--- config.mk ---
export PLATFORM = sky130hd
export DESIGN_NAME = sccp_gt_match_ssn_rewrite
export DESIGN_NICKNAME = d
export VERILOG_FILES = /design/src/rtl/core/sgm_pkg.sv /design/src/rtl/core/sccp_gt_match_ssn_rewrite.sv
export SDC_FILE = /design/constraint.sdc
export NUM_CORES = 1
export LEC_CHECK = 0
export ABC_CLOCK_PERIOD_IN_PS = 10300
export BUFFER_PORTS_ARGS = -buffer_cell sky130_fd_sc_hd__buf_2
export CORE_ASPECT_RATIO = 0.8
export CORE_UTILIZATION = 49
export CTS_BUF_LIST = sky130_fd_sc_hd__clkbuf_4
export DETAILED_ROUTE_END_ITERATION = 16
export GPL_TIMING_DRIVEN = 0
export HOLD_SLACK_MARGIN = 0.03
export PLACE_DENSITY = 0.69
export RECOVER_POWER = 25
export SLEW_MARGIN = 25
export SYNTH_ARGS = -nofsm -noshare
export SYNTH_HDL_FRONTEND = slang
export SYNTH_SLANG_ARGS = --single-unit
export TNS_END_PERCENT = 5
--- constraint.sdc ---
create_clock -name clk -period 10.3 [get_ports clk]
set_input_delay 1.03 -clock clk [delete_from_list [all_inputs] [get_ports clk]]
set_output_delay 1.03 -clock clk [all_outputs]
set_load 0.05 [all_outputs]
--- src/rtl/core/sgm_pkg.sv ---
// Package for the SCCP global-title match block: payload types, codes and defaults.
package sgm_pkg;

    // Default limits, handed to the top level's parameters
    localparam int MAX_DIGITS_DEF  = 31;
    localparam int MAX_PATTERN_DEF = 16;

    // Configuration port
    localparam int CFG_IDX_W  = 4;
    localparam int CFG_DATA_W = 64;

    localparam logic [CFG_IDX_W-1:0] REG_PATTERN_DIGITS = 4'd0;
    localparam logic [CFG_IDX_W-1:0] REG_PATTERN_LENGTH = 4'd1;
    localparam logic [CFG_IDX_W-1:0] REG_NEW_SSN        = 4'd2;
    localparam logic [CFG_IDX_W-1:0] REG_UNCONDITIONAL  = 4'd3;

    // Nibble codes
    localparam logic [3:0] NIB_FILLER = 4'hf;
    localparam logic [3:0] SYM_WILD   = 4'ha;   // '?'
    localparam logic [3:0] SYM_STAR   = 4'hb;   // '*'
    localparam logic [3:0] SYM_HASH   = 4'hc;   // '#'

    // Decision status
    typedef enum logic [2:0] {
        ST_MATCH      = 3'd0,
        ST_NO_MATCH   = 3'd1,
        ST_SSN_ABSENT = 3'd2,
        ST_TOO_SHORT  = 3'd3,
        ST_TOO_MANY   = 3'd4
    } status_t;

    // One address byte
    typedef struct packed {
        logic [7:0] addr_byte;
        logic       last;
    } item_t;

    // One rewrite decision
    typedef struct packed {
        logic       rewrite;
        logic [1:0] ssn_offset;
        logic [7:0] replacement_ssn;
        logic [4:0] digit_count;
        status_t    status;
    } result_t;

endpackage

--- src/rtl/core/sccp_gt_match_ssn_rewrite.sv ---
// SCCP called-party address global-title match with SSN rewrite decision.
// Throughput: one address byte per cycle unless item_stall, both BCD nibbles of a digit byte in that cycle.
// The decision is registered: into the result register, or into the skid entry while that one is held.
// The cycle is set by the two chained nibble compares against the pattern select.
// A two-entry output (result register plus skid) keeps input flowing while a result waits.
// Reset (rst_n, asynchronous, active low) clears config registers, parser state and output valid flags.
module sccp_gt_match_ssn_rewrite #(
    parameter int MAX_DIGITS  = sgm_pkg::MAX_DIGITS_DEF,
    parameter int MAX_PATTERN = sgm_pkg::MAX_PATTERN_DEF
) (
    input  logic                             clk,
    input  logic                             rst_n,
    input  logic                             item_valid,
    output logic                             item_stall,
    input  sgm_pkg::item_t                   item,
    output logic                             result_valid,
    input  logic                             result_stall,
    output sgm_pkg::result_t                 result,
    input  logic                             cfg_valid,
    output logic                             cfg_ready,
    input  logic [sgm_pkg::CFG_IDX_W-1:0]    cfg_index,
    input  logic [sgm_pkg::CFG_DATA_W-1:0]   cfg_data
);
    import sgm_pkg::*;

    localparam int DSW = $clog2(MAX_DIGITS + 2);

    // Digit-phase state that one nibble updates
    typedef struct packed {
        logic [DSW-1:0] seen;
        logic [5:0]     dcount;
        logic           filler;
        logic           mismatch;
    } nst_t;

    // Configuration registers
    logic [63:0] pattern_reg;
    logic [4:0]  plen_cfg_reg;
    logic [7:0]  new_ssn_reg;
    logic        uncond_reg;

    // Parser state
    logic [2:0] header_pos_reg, header_pos_next;
    logic [1:0] ind_reg, ind_next;
    logic       odd_reg, odd_next;
    logic       phase_reg, phase_next;
    nst_t       nst_reg, nst_next;

    // Output stage
    logic    out_valid_reg, skid_valid_reg;
    result_t out_reg, skid_reg;

    logic       item_acc, out_fire, res_new;
    logic [2:0] tt_pos;
    logic       too_short;
    logic [4:0] plen_eff, plen_clamp;
    logic       plen_found;
    nst_t       nst_a, nst_b;
    result_t    res_calc;
    status_t    status_calc;

    function automatic logic [3:0] map_symbol(input logic [3:0] nib);
        if (nib inside {[4'd0:4'd9], SYM_STAR, SYM_HASH, NIB_FILLER})
            return nib;
        return SYM_WILD;
    endfunction

    function automatic nst_t take_nibble(input nst_t s, input logic [3:0] nib,
                                         input logic [4:0] plen, input logic [63:0] pat);
        nst_t       r;
        logic [3:0] psym;
        r    = s;
        psym = pat[{s.dcount[3:0], 2'b00} +: 4];
        if (s.seen <= DSW'(MAX_DIGITS))
            r.seen = s.seen + 1'b1;
        if (!s.filler)
        begin
            if (nib == NIB_FILLER)
                r.filler = 1'b1;
            else
            begin
                if (s.dcount >= {1'b0, plen} || map_symbol(nib) != map_symbol(psym))
                    r.mismatch = 1'b1;
                if (s.dcount != 6'd63)
                    r.dcount = s.dcount + 6'd1;
            end
        end
        return r;
    endfunction

    assign cfg_ready  = 1'b1;
    assign item_stall = skid_valid_reg;
    assign item_acc   = item_valid && !skid_valid_reg;
    assign out_fire   = out_valid_reg && !result_stall;
    assign res_new    = item_acc && item.last;

    // Configuration writes
    always_ff @(posedge clk or negedge rst_n)
    begin
        if (!rst_n)
        begin
            pattern_reg  <= '0;
            plen_cfg_reg <= '0;
            new_ssn_reg  <= '0;
            uncond_reg   <= 1'b0;
        end
        else if (cfg_valid && cfg_ready)
        begin
            case (cfg_index)
                REG_PATTERN_DIGITS: pattern_reg  <= cfg_data;
                REG_PATTERN_LENGTH: plen_cfg_reg <= cfg_data[4:0];
                REG_NEW_SSN:        new_ssn_reg  <= cfg_data[7:0];
                REG_UNCONDITIONAL:  uncond_reg   <= cfg_data[0];
                default: ;
            endcase
        end
    end

    // Effective pattern length: clamped length, cut at the first filler symbol
    always_comb
    begin
        plen_clamp = (plen_cfg_reg > 5'(MAX_PATTERN)) ? 5'(MAX_PATTERN) : plen_cfg_reg;
        plen_eff   = plen_clamp;
        plen_found = 1'b0;
        for (int k = 0; k < 16; k++)
        begin
            if (!plen_found && 5'(k) < plen_clamp && pattern_reg[k*4 +: 4] == NIB_FILLER)
            begin
                plen_eff   = 5'(k);
                plen_found = 1'b1;
            end
        end
    end

    // Header walk and digit decode for the current byte
    always_comb
    begin
        header_pos_next = header_pos_reg;
        ind_next        = ind_reg;
        odd_next        = odd_reg;
        phase_next      = phase_reg;
        tt_pos          = 3'd0;
        too_short       = 1'b0;
        nst_a           = nst_reg;
        nst_b           = nst_reg;
        if (!phase_reg)
        begin
            if (header_pos_reg == 3'd0)
                ind_next = item.addr_byte[1:0];
            tt_pos = 3'd1 + {1'b0, ind_next[0], 1'b0} + {2'b00, ind_next[1]};
            if (header_pos_reg == tt_pos + 3'd1)
                odd_next = item.addr_byte[0];
            if (header_pos_reg == tt_pos + 3'd2)
            begin
                phase_next = 1'b1;
                if (item.last && odd_reg)
                    too_short = 1'b1;
            end
            else if (item.last)
                too_short = 1'b1;
            header_pos_next = header_pos_reg + 3'd1;
        end
        else
        begin
            // low nibble first; the final high nibble is dropped on an odd address
            nst_a = take_nibble(nst_reg, item.addr_byte[3:0], plen_eff, pattern_reg);
            nst_b = nst_a;
            if (!(item.last && odd_reg))
                nst_b = take_nibble(nst_a, item.addr_byte[7:4], plen_eff, pattern_reg);
        end
        nst_next = nst_b;
    end

    // Decision for a last byte
    always_comb
    begin
        if (too_short)
            status_calc = ST_TOO_SHORT;
        else if (nst_next.seen > DSW'(MAX_DIGITS))
            status_calc = ST_TOO_MANY;
        else if (!ind_next[1])
            status_calc = ST_SSN_ABSENT;
        else if (uncond_reg)
            status_calc = ST_MATCH;
        else if (!nst_next.mismatch && nst_next.dcount == {1'b0, plen_eff})
            status_calc = ST_MATCH;
        else
            status_calc = ST_NO_MATCH;

        res_calc.rewrite         = (status_calc == ST_MATCH);
        res_calc.ssn_offset      = ind_next[1] ? {ind_next[0], 1'b1} : 2'd0;
        res_calc.replacement_ssn = new_ssn_reg;
        res_calc.digit_count     = (nst_next.dcount > 6'd31) ? 5'd31 : nst_next.dcount[4:0];
        res_calc.status          = status_calc;
    end

    // Parser state registers; cleared after every last byte
    always_ff @(posedge clk or negedge rst_n)
    begin
        if (!rst_n)
        begin
            header_pos_reg <= '0;
            ind_reg        <= '0;
            odd_reg        <= 1'b0;
            phase_reg      <= 1'b0;
            nst_reg        <= '0;
        end
        else if (item_acc)
        begin
            if (item.last)
            begin
                header_pos_reg <= '0;
                ind_reg        <= '0;
                odd_reg        <= 1'b0;
                phase_reg      <= 1'b0;
                nst_reg        <= '0;
            end
            else
            begin
                header_pos_reg <= header_pos_next;
                ind_reg        <= ind_next;
                odd_reg        <= odd_next;
                phase_reg      <= phase_next;
                nst_reg        <= nst_next;
            end
        end
    end

    // Output register and skid entry
    always_ff @(posedge clk or negedge rst_n)
    begin
        if (!rst_n)
        begin
            out_valid_reg  <= 1'b0;
            skid_valid_reg <= 1'b0;
        end
        else if (skid_valid_reg)
        begin
            if (out_fire)
                skid_valid_reg <= 1'b0;
        end
        else if (res_new)
        begin
            if (out_valid_reg && !out_fire)
                skid_valid_reg <= 1'b1;
            else
                out_valid_reg <= 1'b1;
        end
        else if (out_fire)
            out_valid_reg <= 1'b0;
    end

    always_ff @(posedge clk)
    begin
        if (skid_valid_reg)
        begin
            if (out_fire)
                out_reg <= skid_reg;
        end
        else if (res_new)
        begin
            if (out_valid_reg && !out_fire)
                skid_reg <= res_calc;
            else
                out_reg <= res_calc;
        end
    end

    assign result_valid = out_valid_reg;
    assign result       = out_reg;

    // Checks
    a_skid_needs_out: assert property (@(posedge clk) disable iff (!rst_n)
        skid_valid_reg |-> out_valid_reg)
        else $error("skid entry held without output entry");

    a_rewrite_status: assert property (@(posedge clk) disable iff (!rst_n)
        out_valid_reg |-> (out_reg.rewrite == (out_reg.status == ST_MATCH)))
        else $error("rewrite flag disagrees with status");

    a_absent_offset: assert property (@(posedge clk) disable iff (!rst_n)
        (out_valid_reg && out_reg.status == ST_SSN_ABSENT) |-> (out_reg.ssn_offset == 2'd0))
        else $error("offset given for an absent SSN");

    a_clear_after_last: assert property (@(posedge clk) disable iff (!rst_n)
        res_new |=> (header_pos_reg == 3'd0 && !phase_reg && nst_reg == '0))
        else $error("parser state not cleared after last byte");

    a_result_lands: assert property (@(posedge clk) disable iff (!rst_n)
        res_new |=> out_valid_reg)
        else $error("accepted last byte produced no result");

endmodule
=== Word level (Yosys, flattened, before mapping) ===
Cells that the tools add are included.
Widths: inputs -> output; s select.

* Add/sub/neg operators: 9
* Order comparisons: 31
* Equal/unequal tests: 42
* Shift-type cells: 2
* Muxes and demuxes: 125
* Bitwise operators: 1
* Reduce and logical (&&, ||, !) cells: 83

{| class="wikitable"
|+ Operators by type and width
! kind !! count
|-
| $shiftx 64x7->4 || 2
|-
| $eq 4x4->1 const B || 28
|-
| $mux 5 || 18
|-
| $mux 4 || 22
|-
| $mux 19 || 4
|-
| $mux 1 || 58
|-
| $mux 14 || 3
|-
| $mux 6 || 7
|-
| $logic_and 1x1->1 || 41
|-
| $lt 4x5->1 const A || 8
|-
| $add 6x1->6 const B || 4
|-
| $mux 8 || 3
|-
| $lt 3x5->1 const A || 4
|-
| $logic_not 1->1 || 19
|-
| $ge 4x1->1 const B || 4
|-
| $le 4x4->1 const B || 4
|-
| $reduce_bool 4->1 || 4
|-
| $ge 6x5->1 || 2
|-
| $gt 6x5->1 const B || 2
|-
| $le 6x5->1 const B || 2
|-
| $mux 2 || 6
|-
| $mux 3 || 4
|-
| $ne 6x6->1 const B || 2
|-
| $reduce_and 2->1 || 6
|-
| 20 further kinds || 36
|}

* Flip-flop bits (word level): 139
* Input bits: 82
* Output and inout port bits: 22
* Word-level logic and storage cells: 317

=== Depth between registers and ports, before layout ===
* Depth after elaboration: 103
* Depth in mapped cells: 19
* Gate-level depth less buffers: 18

=== Worst setup path before layout ===
Ideal clock, no wire load.

* Path kind: input-to-reg
* Start point: in item[4] (netlist name)
* End point: reg out_reg, in the netlist result[18], data pin
* Setup time: 260 ps
* Data arrival time: 4069 ps
* Required time: 10040 ps
* Setup slack: 5972 ps
* Stages: 15
* Buffers on the path: 1
* Cells stage by stage: buf_2 > a41oi_4 > o21ai_4 > mux2i_2 > inv_1 > ha_1 > and3_1 > a32o_1 > a221oi_1 > a2111oi_4 > xnor2_1 > nor3_1 > a31oi_1 > a21oi_2 > mux2_2

{| class="wikitable"
|+ RTL lines
! element !! RTL line !! source
|-
| start: declaration || sccp_gt_match_ssn_rewrite.sv:15 || <nowiki>input sgm_pkg::item_t item,</nowiki>
|-
| end signal: assignment || sccp_gt_match_ssn_rewrite.sv:258 || <nowiki>out_reg <= skid_reg;</nowiki>
|-
| end signal: assignment || sccp_gt_match_ssn_rewrite.sv:265 || <nowiki>out_reg <= res_calc;</nowiki>
|-
| end: declaration || sccp_gt_match_ssn_rewrite.sv:51 || <nowiki>result_t out_reg, skid_reg;</nowiki>
|}

==> impl_metrics.json <==
{
  "crit_required_ps": 10750,
  "dpl.hpwl_mm": 21.46,
  "max_freq_mhz": 178.9,
  "die_height_um": 126.8,
  "ff2ff_setup_slack_ps": 4710,
  "routed_wl_mm": 28.37,
  "final_common_cell": "buf_2",
  "critical_path_class": "reg -> reg",
  "drive_gt1_share_pct": 29.65,
  "instances_no_fill": 1318,
  "place_area_um2": 10430,
  "final_cell_area_um2": 10690,
  "powerDensity_nw_per_um2": 264.2,
  "cts-buffers-inserted": 17,
  "grt_max_degree": 55,
  "cts_sinks": 139,
  "syn-num-nets": 1024,
  "postCtsHoldBufs": 0,
  "drc": 0,
  "nFillCells": 1766,
  "setup_violations": 0,
  "grt_pass1_vias": 7776,
  "floorplan.initialDensity_pct": 50.15,
  "worstPathMaxFanout": 10,
  "crit_path_start": "nst_reg[3]",
  "finalCriticalPeriod_ps": 5590,
  "cts_max_level": 4,
  "power_leakage_nw": 4.330,
  "ys_seq_area_share_pct": 38.44,
  "synth_ff_type": "dfrtp_1",
  "syn-cell-area_um2": 9544,
  "synth.avg_cell_area_um2": 10.32,
  "hold_violations": 0,
  "cts_resized": 0,
  "hold_path.class": "reg -> reg",
  "antenna_found_initial": 1,
  "critPathLaunchType": "flop",
  "end_kind": "flop",
  "routedWlPerCell_um": 21.52,
  "hold_ws_ps": 487.9,
  "max-clock-path-buffers": 2,
  "placement.io_buffers": 99,
  "syn-instance-count": 925,
  "reg2reg_from": "nst_reg[3]",
  "gp_congestion": 1.005,
  "slew_violations": 104,
  "multi_input_area_um2": 5461,
  "vias": 8223,
  "setup_ws_ps": 4710,
  "cts_tree": "built",
  "clock_skew_ps": 18.14,
  "rsz0062_at_grt": "no",
  "root_buffer": "clkbuf_4",
  "grt_usage_pct": 29.46,
  "violations": "capacitance limit, slew limit",
  "synth_cell_types": 99,
  "core_area_um2": 19030,
  "clock_latency_ps": 580,
  "dr.pass1.iters": 5,
  "min_from": "new_ssn_reg[0]",
  "synth_edf_count": 38,
  "setup_tns_ps": 0,
  "die_w_um": 158.0,
  "crit_arrival_ps": 6040,
  "regArea_um2": 3669,
  "ys_ff_latch": 139,
  "synthArstFlopShare_pct": 72.66,
  "io_pins": 104,
  "tightestPinTransition_ps": 2954,
  "final_nets": 1145,
  "status": "finished, violations left",
  "max-cap-violations": 2,
  "grt_pass1_wl_mm": 44.28,
  "grt-ovfl-total": 0,
  "clk_transition_reported_paths_ps": 130,
  "slew_headroom_pct": -96.95,
  "pre_cts_ws_ps": 4981,
  "final_util_pct": 56.15,
  "drtIter0Drc": 656,
  "vdd_drop_max_mv": 0.1135,
  "post_drt_via_cell_ratio": 6.239,
  "final_cell_mix": "buf_2 (112), dfrtp_1 (101), mux2_2 (98)",
  "syn_to_final_growth_pct": 11.97,
  "postRouteAntennaNets": 0,
  "die-area_um2": 20040,
  "place_inst": 1285,
  "p_total_mw": 2.823,
  "yosys_warnings": 0,
  "rows": 45,
  "post_cts_buffers": 0,
  "largest_reg_flops": 64,
  "fin_crit_sh_pct": 54.27
}
## final timing paths
check / end / cells past startpoint
max: result[18] / 16
min: skid_reg[8] / 0
max reg2reg: result[18] / 16
min reg2reg: skid_reg[8] / 0
max in group asynchronous: pattern_reg[39] / 2
min in group asynchronous: odd_reg / 1
## worst max-delay path: stages, from the launching register on
cell       delay [ps]
dfrtp_1           570
ha_1              360
clkbuf_1          360
clkbuf_1          630
mux2i_2           290
inv_1             280
ha_1              330
and3_1            210
a32o_1            210
a21oi_1            90
o311ai_1          640
a21o_1            150
o2111ai_1         150
nor4_2            490
o221ai_2          290
a21oi_2           210
mux2_2            170
## per-layer routing
layer / global-route usage (%) / vias up / part of all wire [%]
met5: 0 / - / 0
met4: 8.201 / 0 / 2.2
met3: 8.883 / 60 / 9.9
met2: 41.38 / 383 / 42
met1: 43.55 / 4001 / 46
li1: - / 3779 / -
## kinds of logic after synthesis
group | Yosys count | share of synthesized area [%]
compound gates | 262 | 20.39
mux | 144 | 18.79
simple gates | 258 | 13.88
xor+xnor | 18 | 1.731
fa+ha+maj | 18 | 2.333
other cells | 1 | 0.03929
buf+inv | 85 | 4.405
flops | 139 | 38.44
## report_power, final
part	leakage [nW]	total, mW	internal (mW)	switching, mW
Sequential	1.62	0.860	0.718	0.142
Combinational	2.56	1.59	0.623	0.963
Clock	0.153	0.377	0.152	0.226
Total	4.33	2.82	1.49	1.33
## final cells by class
type                       count  area share, %
sequential                   139          34.33
clock inverter                13          1.346
clock buffer                  19          1.335
timing repair buffer         102          4.906
buffer                        54          2.845
antenna                        1        0.02342
inverter                      31          1.089
tap                          258          3.021
multi-input combinational    701          51.11
## synth_stat cells (all sizes together) (4+ instances only)
| cell type | n | area, µm² |
|---|---|---|
| o22ai | 11 | 68.82 |
| mux2 | 99 | 1119 |
| and4 | 5 | 43.79 |
| o221ai | 6 | 65.06 |
| and3 | 5 | 31.28 |
| edfxtp | 38 | 1141 |
| inv | 31 | 116.4 |
| a211oi | 11 | 92.58 |
| a31oi | 9 | 56.30 |
| o21a | 5 | 37.54 |
| a32o | 4 | 40.04 |
| a21o | 7 | 52.55 |
| a21oi | 61 | 327.8 |
| nor2b | 11 | 68.82 |
| clkbuf | 23 | 86.33 |
| a221oi | 12 | 130.1 |
| and2 | 7 | 43.79 |
| a21boi | 7 | 52.55 |
| buf | 31 | 217.7 |
| ha | 17 | 212.7 |
| xnor2 | 10 | 95.10 |
| a2bb2oi | 5 | 43.79 |
| o21ai | 63 | 326.6 |
| nor3 | 16 | 85.08 |
| o211ai | 8 | 65.06 |
| nor2 | 44 | 167.7 |
| mux4 | 16 | 364.1 |
| nand4 | 25 | 171.4 |
| dfrtp | 101 | 2527 |
| o31ai | 6 | 58.81 |
| nor4 | 6 | 56.31 |
| xor2 | 8 | 70.07 |
| nand2b | 17 | 106.4 |
| mux2i | 29 | 310.3 |
| o22a | 5 | 43.79 |
| nand3 | 20 | 100.1 |
| nand2 | 87 | 329.1 |
Note: power is estimated with default switching activity, not from simulation.
